## config.mk

```make
export PLATFORM = sky130hd
export DESIGN_NAME = dwcc_ctrl
export DESIGN_NICKNAME = d
export VERILOG_FILES = /design/src/sv/dwcc_pkg.sv /design/src/sv/dwcc_ctrl.sv
export SDC_FILE = /design/constraint.sdc
export NUM_CORES = 1
export LEC_CHECK = 0
export BUFFER_PORTS_ARGS = -buffer_cell sky130_fd_sc_hd__buf_2
export CORE_AREA = 2 2 39 41
export CTS_CLUSTER_DIAMETER = 40
export DETAILED_ROUTE_END_ITERATION = 10
export DIE_AREA = 0 0 41 43
export MAX_ROUTING_LAYER = met4
export PLACE_DENSITY = 0.48
export SLEW_MARGIN = 40
export SYNTH_ARGS = -nofsm -noshare
export SYNTH_HDL_FRONTEND = slang
export SYNTH_SLANG_ARGS = --single-unit
```

## constraint.sdc

```tcl
create_clock -name clock -period 3 [get_ports clock]
set_input_delay 0.45 -clock clock [delete_from_list [all_inputs] [get_ports clock]]
set_output_delay 0.45 -clock clock [all_outputs]
set_load 0.05 [all_outputs]
```

## src/sv/dwcc_pkg.sv

```systemverilog
// Shared types and constants for the disc window contrast block.
// No dependencies.
package dwcc_pkg;
   localparam int unsigned ROW_SLOTS_W = 6;
   localparam logic [1:0] CSR_RADIUS = 2'd0;
   localparam logic [1:0] CSR_WIDTH  = 2'd1;
   localparam logic [1:0] CSR_HEIGHT = 2'd2;
   localparam logic [7:0] CHAN_MAX   = 8'hff;

   typedef enum logic [2:0] {
      ST_IDLE, ST_SCAN, ST_DRAIN, ST_SQRT, ST_OUT
   } state_type;

   typedef struct packed {
      logic start;     // accept pixel, write store, load the disc scan registers
      logic scan_step; // issue next disc read
      logic sqrt_start;
      logic sqrt_step;
      logic out_load;
   } cmd_type;

   typedef struct packed {
      logic emit;      // accepted pixel completes a disc
      logic scan_done; // last window position stepped
      logic sqrt_done;
   } sts_type;
endpackage

```

## src/sv/dwcc_ctrl.sv

```systemverilog
// Controller state machine of the disc window contrast block.
// Depends on dwcc_pkg.
module dwcc_ctrl (
   input  logic              clock,
   input  logic              reset,
   input  logic              req_fire,
   input  logic              out_free,
   input  dwcc_pkg::sts_type sts,
   output dwcc_pkg::cmd_type cmd,
   output logic              busy
);
   import dwcc_pkg::*;
   state_type state_ff, state_in;

   always_ff @(posedge clock) begin
      if (reset) state_ff <= ST_IDLE;
      else state_ff <= state_in;
   end

   always_comb begin
      state_in = state_ff;
      case (state_ff)
         ST_IDLE:  if (req_fire && sts.emit) state_in = ST_SCAN;
         ST_SCAN:  if (sts.scan_done) state_in = ST_DRAIN;
         ST_DRAIN: state_in = ST_SQRT;
         ST_SQRT:  if (sts.sqrt_done) state_in = ST_OUT;
         ST_OUT:   if (out_free) state_in = ST_IDLE;
         default:  state_in = ST_IDLE;
      endcase
   end

   always_comb begin
      cmd = '0;
      busy = 1'b1;
      case (state_ff)
         ST_IDLE:  begin busy = 1'b0; cmd.start = req_fire; end
         ST_SCAN:  cmd.scan_step = 1'b1;
         ST_DRAIN: cmd.sqrt_start = 1'b1;
         ST_SQRT:  cmd.sqrt_step = 1'b1;
         ST_OUT:   cmd.out_load = out_free;
         default:  busy = 1'b1;
      endcase
   end
endmodule

```

==> results of run 1 <==
layer usage:
layer | vias up | part of all wire | track usage
met5 | - | 0 | -
met3 | 0 | 0.12 | 0.0785
met1 | 95 | 0.49 | 0.0865
met4 | 0 | 0 | 0
li1 | 120 | - | -
met2 | 10 | 0.39 | 0.0781
kinds of logic (layout without fill, tap and decap cells):
| logic type | count (synthesis) | in the layout | share of synthesized area |
|---|---|---|---|
| buf+inv | 4 | 18 | 0.0904 |
| flops | 3 | 3 | 0.271 |
| simple gates | 13 | 13 | 0.441 |
| compound gates | 4 | 4 | 0.147 |
| mux | 1 | 1 | 0.0508 |
power breakdown:
part | switching [mW] | internal, mW
Combinational | 0.0999 | 0.0458
Clock | 0.0197 | 0.0498
Sequential | 0.0217 | 0.0490
Total | 0.141 | 0.145
how the worst max path moves through the flow:
stage / from / depth (start not counted) / endpoint
final: state_ff[1] / 3 / cmd[4]
after global routing: state_ff[1] / 3 / cmd[4]
after CTS: state_ff[1] / 3 / cmd[4]
after detailed placement: state_ff[1] / 3 / cmd[4]
after global placement: out_free / 3 / cmd[0]
after floorplan: state_ff[0] / 2 / cmd[0]
synth_stat cells, drive strengths merged:
cell / instances / area share
nor4bb: 1 / 0.045
nor2: 2 / 0.034
inv: 2 / 0.034
buf: 2 / 0.056
nor3: 1 / 0.023
nor3b: 2 / 0.068
and3b: 1 / 0.056
nor4b: 1 / 0.068
a211oi: 1 / 0.034
nand3b: 1 / 0.034
dfxtp: 3 / 0.27
or3: 1 / 0.028
mux2: 1 / 0.051
a221oi: 1 / 0.068
nor2b: 1 / 0.028
nor4: 1 / 0.028
a21oi: 2 / 0.045
and3: 1 / 0.028
stage by stage:
stage               hold slack, ns  cells
CTS                          0.427     55
global placement             0.587     51
detailed placement           0.587     51
floorplan                    0.508     25
finish                       0.435     55
global route                 0.435     55
worst max-delay path, stage by stage, from the launching register on:
cell	delay, ns
dfxtp_1	0.37
or3_1	0.41
nor2_1	0.09
buf_2	0.26
layout make-up:
type | count | area [um^2]
Sequential cell | 3 | 60.1
Tap cell | 16 | 20.0
Timing Repair Buffer | 12 | 60.1
Multi-Input combinational cell | 18 | 141
Clock buffer | 4 | 26.3
Inverter | 2 | 7.51
Fill cell | 156 | 1070
==> qor.yml, run 1 <==
timing:
  clock_skew_ns: 0.000131
  setup_tns_ns: 0
  rsz0062_at_grt: "no"
  setup_slack_ns: 1.19
  finalSetupViolCount: 0
  worst_pin_slew_ns: 0.337
  clock.fmax_mhz: 554
  hold_viol: 0
  slew_viol_final: 0
  period_needed_ns: 1.81
  period_share: 0.602
  relSlewSlack: 0.775
cts:
  cts-hold-fix-buffers: 0
  cts_setup_buffers: 0
  cts_root_buffer: "clkbuf_4"
  clk_pin_slew_ns: 0.04
  numClockSinks: 3
  htree_levels: 1
  clkLatencyLatePin_ns: 0.23
  cts_tree: "built"
  clock_path_buffers: 2
  cts_resized: 0
  cts_buffers: 3
die:
  start_util: 0.160
  pin_count: 13
  fp-row-count: 14
  core_um2: 1380
  die_y_um: 43
  die_area_um2: 1760
  die_w_um: 41
finish:
  design_area_um2: 315
  largest_reg_flops: 3
  layout_common_cells: "buf_2 (12), clkbuf_4 (3), dfxtp_1 (3)"
  insertedDiodeCount: 0
  final_util: 0.228
  final_common_cell: "buf_2"
  reg.largest.list: "state_ff: 3 flops"
  area_delta_synth_final_pct: 42.4
  top_register: "state_ff"
  layout-drive-gt1-share: 0.462
  finalNetCount: 47
placed_design:
  place_area_um2: 289
  gp_congestion: 0.662
  dpl.hpwl_um: 397
  io_buffers: 12
  dp_slack_ns: 1.43
worst_setup_path:
  r2r-start: "state_ff[2]"
  endpoint_kind: "output pin"
  worstPathArrival_ns: 1.36
  cp.required_ns: 2.55
  worst-r2r-cell-count: 3
  worst-path-max-fanout: 9
  crit_type: "register to output pin"
  r2r-end: "state_ff[0]"
  reg2reg_slack_ns: 1.56
  startpoint_type: "register"
power:
  peakVddDrop_v: 0.000248
  finalPower_uw: 286
  leakagePower_nw: 0.149
  power_density_nw_per_um2: 907
routing:
  ant_nets: 0
  wl_um: 513
  dr.pass1.iters: 4
  drc: 0
  vias: 225
  via_per_inst: 4.09
  drt_iter0_markers: 4
  wl_per_cell_um: 9.33
grt:
  antenna_found_initial: 0
  grt_overflow_total: 0
  grt_max_degree: 13
  grt_first_pass_wirelength_um: 731
  grt_pass1_vias: 180
  grt_usage: 0.0689
worst_hold_path:
  hold_class: "input port to register"
  min_to: "state_ff[1]"
  min_path_cells: 2
  min_from: "reset"
logic_synthesis:
  syn_area_um2: 221
  syn_inst: 25
  syn_avg_cell_area_um2: 8.86
  seq_area_frac_synth: 0.271
  syn_nets: 32
  ys_seq_elements: 3
  synth_cell_types: 19
  yosys_warnings: 0
job:
  drv_cap: 0
status:
  status: "complete, no violations"
No activity file was read; power rests on OpenSTA's default activity.
==> inputs of run 2 (changes only) <==
PLACE_DENSITY = 0.49   (was 0.48)
clock period = 1.55 ns   (was 3 ns; I/O delays follow)
==> qor.yml, run 2 (synthesis gave the netlist of run 1 again) <==
worst_hold_path:
  min_path_cells: 2  # unchanged
  hold_class: "input port to register"  # unchanged
  min_from: "reset"  # unchanged
  min_to: "state_ff[2]"  # was state_ff[1]
grt:
  grt_usage: 0.0770  # was 0.0689
  grt_first_pass_wirelength_um: 821  # was 731 um
  antenna_found_initial: 0  # unchanged
  grt_overflow_total: 0  # unchanged
  grt_max_degree: 13  # unchanged
  grt_pass1_vias: 209  # was 180
worst_setup_path:
  r2r-end: "state_ff[0]"  # unchanged
  endpoint_kind: "output pin"  # unchanged
  worst-path-max-fanout: 9  # unchanged
  crit_slowest_cell: "or3_4"  # was or3_1
  r2r-start: "state_ff[2]"  # unchanged
  cp.required_ns: 1.32  # was 2.55 ns
  crit_buf_inv: 1  # unchanged
  startpoint_type: "register"  # unchanged
  reg2reg_slack_ns: 0.23  # was 1.56 ns
  critPathTopFamily: "simple AND/OR/NAND/NOR gates"  # unchanged
  crit_type: "register to output pin"  # unchanged
  critPathMaxStageDelay_ns: 0.41  # about the same
  path_cells: "or3_4, nor2_4, buf_6"  # was or3_1, nor2_1, buf_2
  worst-r2r-cell-count: 3  # unchanged
  worstPathArrival_ns: 1.25  # was 1.36 ns
routing:
  ant_nets: 0  # unchanged
  wl_um: 540  # was 513 um
  vias: 236  # was 225
  wl_per_cell_um: 9.64  # was 9.33 um
  drt_iter0_markers: 0  # was 4
  via_per_inst: 4.21  # was 4.09
  dr.pass1.iters: 1  # was 4
  drc: 0  # unchanged
cts:
  clock_path_buffers: 2  # unchanged
  clkLatencyLatePin_ns: 0.23  # about the same
  numClockSinks: 3  # unchanged
  htree_levels: 1  # unchanged
  cts_setup_buffers: 0  # unchanged
  cts_tree: "built"  # unchanged
  cts-hold-fix-buffers: 0  # unchanged
  cts_buffers: 3  # unchanged
  cts_root_buffer: "clkbuf_4"  # unchanged
  clk_pin_slew_ns: 0.04  # about the same
  cts_resized: 5  # was 0
timing:
  clock_skew_ns: 0.000418  # was 0.000131 ns
  relSlewSlack: 0.798  # was 0.775
  rsz0062_at_grt: "no"  # unchanged
  clock.fmax_mhz: 674
  setup_slack_ns: 0.0657  # was 1.19 ns
  hold_viol: 0  # unchanged
  finalSetupViolCount: 0  # unchanged
  period_share: 0.958
  setup_tns_ns: 0  # unchanged
  slew_viol_final: 0  # unchanged
  worst_pin_slew_ns: 0.303  # was 0.337 ns
  period_needed_ns: 1.48
die:
  core_um2: 1380  # unchanged
  fp-row-count: 14  # unchanged
  die_y_um: 43  # unchanged
  die_area_um2: 1760  # unchanged
  pin_count: 13  # unchanged
  die_w_um: 41  # unchanged
  start_util: 0.160  # unchanged
placed_design:
  dpl.hpwl_um: 424  # was 397 um
  gp_congestion: 0.674  # was 0.662
  place_area_um2: 320  # was 289 um^2
  io_buffers: 12  # unchanged
  dp_slack_ns: 0.130  # was 1.43 ns
finish:
  final_util: 0.263  # was 0.228
  finalNetCount: 48  # was 47
  insertedDiodeCount: 0  # unchanged
  reg.largest.list: "state_ff: 3 flops"  # unchanged
  top_register: "state_ff"  # unchanged
  largest_reg_flops: 3  # unchanged
  layout-drive-gt1-share: 0.675  # was 0.462
  area_delta_synth_final_pct: 64.4  # was 42.4%
  final_common_cell: "buf_2"  # unchanged
  design_area_um2: 364  # was 315 um^2
  layout_common_cells: "buf_2 (10), clkbuf_4 (3), dfxtp_2 (3)"  # was buf_2 (12), clkbuf_4 (3), dfxtp_1 (3)
power:
  intPower_uw: 315  # was 145 uW
  peakVddDrop_v: 0.000454  # was 0.000248 V
  swShare: 0.480  # was 0.494
  switching_power_uw: 291  # was 141 uW
  clockPowerShare: 0.225  # was 0.243
  pwr-share-comb: 0.531  # was 0.510
  power_density_nw_per_um2: 1670  # was 907 nW/um^2
  leakagePower_nw: 0.166  # was 0.149 nW
  seqPwrFrac: 0.243  # was 0.247
job:
  drv_cap: 0  # unchanged
status:
  status: "complete, no violations"  # unchanged
-- run 2: cell count changes in the layout (fill, tap and decap cells not counted), moves of 2 or more --
cell	before	now
dfxtp_1	3	0
dfxtp_2	0	3
nor3b_1	2	0
nor3b_2	0	2
buf_2	12	10
buf_4	0	2
-- run 2: routing by layer --
| metal | track usage | wire (um) | up-vias | share of wire |
|---|---|---|---|---|
| met5 | - | 0 | - | 0 |
| met4 | 0.100 | 12 | 0 | 0.022 |
| met3 | 0.0157 | 47 | 2 | 0.087 |
| met2 | 0.100 | 243 | 10 | 0.45 |
| met1 | 0.0799 | 236 | 100 | 0.44 |
| li1 | - | - | 124 | - |
-- run 2: area by class of cell --
type	instances	area (um^2)
clock buffers	4	26.3
fillers	164	1020
inverters	2	7.51
multi-input cells	18	170
flip-flops and latches	3	63.8
well taps	16	20.0
repair buffers	13	76.3
-- run 2: metrics by stage --
step	hold WS, ns	instances	power [mW]
final	0.200	56	0.606
after global routing	0.197	56	0.653
after global placement	0.450	52	0.443
after CTS	0.198	56	0.616
after floorplan	0.305	25	0.392
after detailed placement	0.450	52	0.448
-- run 2: power by group through the flow --
stage / Combinational (mW) / Sequential (mW) / Clock (mW)
6_report: 0.322 / 0.148 / 0.137
5_1_grt: 0.348 / 0.154 / 0.151
4_1_cts: 0.320 / 0.149 / 0.147
3_5_place_dp: 0.304 / 0.145 / 0
3_3_place_gp: 0.301 / 0.142 / 0
2_1_floorplan: 0.278 / 0.114 / 0
-- run 2: how the worst max path moves through the flow --
stage / slack (ns) / end / startpoint / depth (start not counted)
6_report: 0.07 / cmd[4] / state_ff[1] / 3
5_1_grt: 0.009 / cmd[4] / state_ff[1] / 3
4_1_cts: 0.03 / cmd[4] / state_ff[1] / 3
3_5_place_dp: 0.13 / cmd[4] / state_ff[1] / 3
3_3_place_gp: 0.14 / cmd[4] / state_ff[1] / 3
2_1_floorplan: -0.17 / cmd[0] / state_ff[0] / 2
==> inputs of run 3 (changes only) <==
==> constraint.sdc (replaced) <==
create_clock -name clock -period 1.55 [get_ports clock]
set_input_delay 0.0775 -clock clock [delete_from_list [all_inputs] [get_ports clock]]
set_output_delay 0.0775 -clock clock [all_outputs]
set_load 0.05 [all_outputs]
==> qor.yml, run 3 (synthesis gave the netlist of run 1 again) <==
grt:
  grt_usage: 0.0740  # was 0.0770
  grt_pass1_vias: 212  # was 209
  grt_first_pass_wirelength_um: 834  # was 821 um
  antenna_found_initial: 0  # unchanged
  grt_overflow_total: 0  # unchanged
  grt_max_degree: 13  # unchanged
worst_setup_path:
  crit_type: "register to output pin"  # unchanged
  worst-r2r-cell-count: 3  # unchanged
  endpoint_kind: "output pin"  # unchanged
  r2r-start: "state_ff[0]"  # was state_ff[2]
  startpoint_type: "register"  # unchanged
  r2r-end: "state_ff[0]"  # unchanged
  worst-path-max-fanout: 8  # was 9
  cp.required_ns: 1.47  # was 1.32 ns
  reg2reg_slack_ns: 0.16  # was 0.23 ns
  worstPathArrival_ns: 1.39  # was 1.25 ns
finish:
  fin_cells: 56  # unchanged
  reg.largest.list: "state_ff: 3 flops"  # unchanged
  fillers: 164  # unchanged
  finalNetCount: 48  # unchanged
  top_register: "state_ff"  # unchanged
  final_util: 0.252  # was 0.263
  multi_input_area_um2: 165  # was 170 um^2
  layout-drive-gt1-share: 0.575  # was 0.675
  layout_common_cells: "buf_2 (11), clkbuf_4 (4), dfxtp_1 (3)"  # was buf_2 (10), clkbuf_4 (3), dfxtp_2 (3)
  final_common_cell: "buf_2"  # unchanged
  regArea_um2: 60.1  # was 63.8 um^2
  insertedDiodeCount: 0  # unchanged
  largest_reg_flops: 3  # unchanged
  area_delta_synth_final_pct: 57.6  # was 64.4%
cts:
  clock_path_buffers: 2  # unchanged
  cts-hold-fix-buffers: 0  # unchanged
  cts_root_buffer: "clkbuf_4"  # unchanged
  clkLatencyLatePin_ns: 0.23  # about the same
  clk_pin_slew_ns: 0.04  # about the same
  cts_buffers: 3  # unchanged
  cts_setup_buffers: 0  # unchanged
  htree_levels: 1  # unchanged
  numClockSinks: 3  # unchanged
  cts_tree: "built"  # unchanged
  cts_resized: 0  # was 5
die:
  fp-row-count: 14  # unchanged
  die_area_um2: 1760  # unchanged
  start_util: 0.160  # unchanged
  core_um2: 1380  # unchanged
  pin_count: 13  # unchanged
  die_y_um: 43  # unchanged
  die_w_um: 41  # unchanged
placed_design:
  gp_congestion: 0.609  # was 0.674
  dp.cells: 52  # unchanged
  dpl.hpwl_um: 409  # was 424 um
  io_buffers: 12  # unchanged
routing:
  wl_um: 505  # was 540 um
  via_per_inst: 4.09  # was 4.21
  dr.pass1.iters: 2  # was 1
  drt_iter0_markers: 1  # was 0
  ant_nets: 0  # unchanged
  vias: 229  # was 236
  drc: 0  # unchanged
  wl_per_cell_um: 9.02  # was 9.64 um
timing:
  worst_pin_slew_ns: 0.387  # was 0.303 ns
  clock.fmax_mhz: 679  # was 674 MHz
  clock_skew_ns: 0.00482  # was 0.000418 ns
  period_needed_ns: 1.47  # was 1.48 ns
  hold_viol: 0  # unchanged
  rsz0062_at_grt: "no"  # unchanged
  finalSetupViolCount: 0  # unchanged
  period_share: 0.950  # was 0.958
  relSlewSlack: 0.742  # was 0.798
  slew_viol_final: 0  # unchanged
status:
  status: "complete, no violations"  # unchanged
worst_hold_path:
  min_from: "reset"  # unchanged
  min_path_cells: 2  # unchanged
  min_to: "state_ff[2]"  # unchanged
  hold_class: "input port to register"  # unchanged
power:
  leakagePower_nw: 0.164  # was 0.166 nW
  peakVddDrop_v: 0.000472  # was 0.000454 V
  power_density_nw_per_um2: 1670  # about the same
job:
  drv_cap: 0  # unchanged
[run 3: where the power goes]
part,total [mW],internal (mW),leakage [nW],switching [mW]
Combinational,0.304,0.102,0.125,0.202
Sequential,0.142,0.0947,0.0245,0.0469
Clock,0.137,0.0965,0.0150,0.0409
Total,0.583,0.293,0.164,0.290
[run 3: worst max path at each step]
stage                            from          end  cells past startpoint
after floorplan           state_ff[0]       cmd[0]                      2
after global placement    state_ff[0]  state_ff[0]                      3
after detailed placement  state_ff[0]  state_ff[0]                      3
after CTS                 state_ff[2]       cmd[4]                      4
after global routing      state_ff[1]       cmd[4]                      3
final                     state_ff[2]       cmd[4]                      4
[run 3: per-layer routing]
metal	wire length [um]	up-vias	global-route usage
li1	-	123	-
met1	213	94	0.0865
met2	227	10	0.0938
met3	58	2	0.0157
met4	5	0	0.0800
met5	0	-	-
[run 3: cell type report]
class                      instances  area share
multi-input combinational         18       0.473
timing repair buffer              13       0.201
sequential                         3       0.172
clock buffer                       4      0.0753
tap                               16      0.0573
inverter                           2      0.0215
[run 3: through the flow]
| stage | cell area, um^2 | setup WS [ns] | power, mW | hold WS (ns) | TNS, ns |
|---|---|---|---|---|---|
| 2_1_floorplan | 245 | -0.0112 | 0.392 | 0.150 | -0.0112 |
| 3_3_place_gp | 320 | 0.186 | 0.442 | 0.296 | 0 |
| 3_5_place_dp | 320 | 0.145 | 0.447 | 0.291 | 0 |
| 4_1_cts | 347 | 0.0285 | 0.592 | 0.0397 | 0 |
| 5_1_grt | 349 | 0.00141 | 0.629 | 0.0570 | 0 |
| 6_report | 349 | 0.0778 | 0.583 | 0.0493 | 0 |
[run 3: critical path: stages, from the launching register on]
cell      delay, ns
dfxtp_1        0.30
buf_4          0.15
or3_1          0.40
nor2_4         0.09
clkbuf_4       0.22
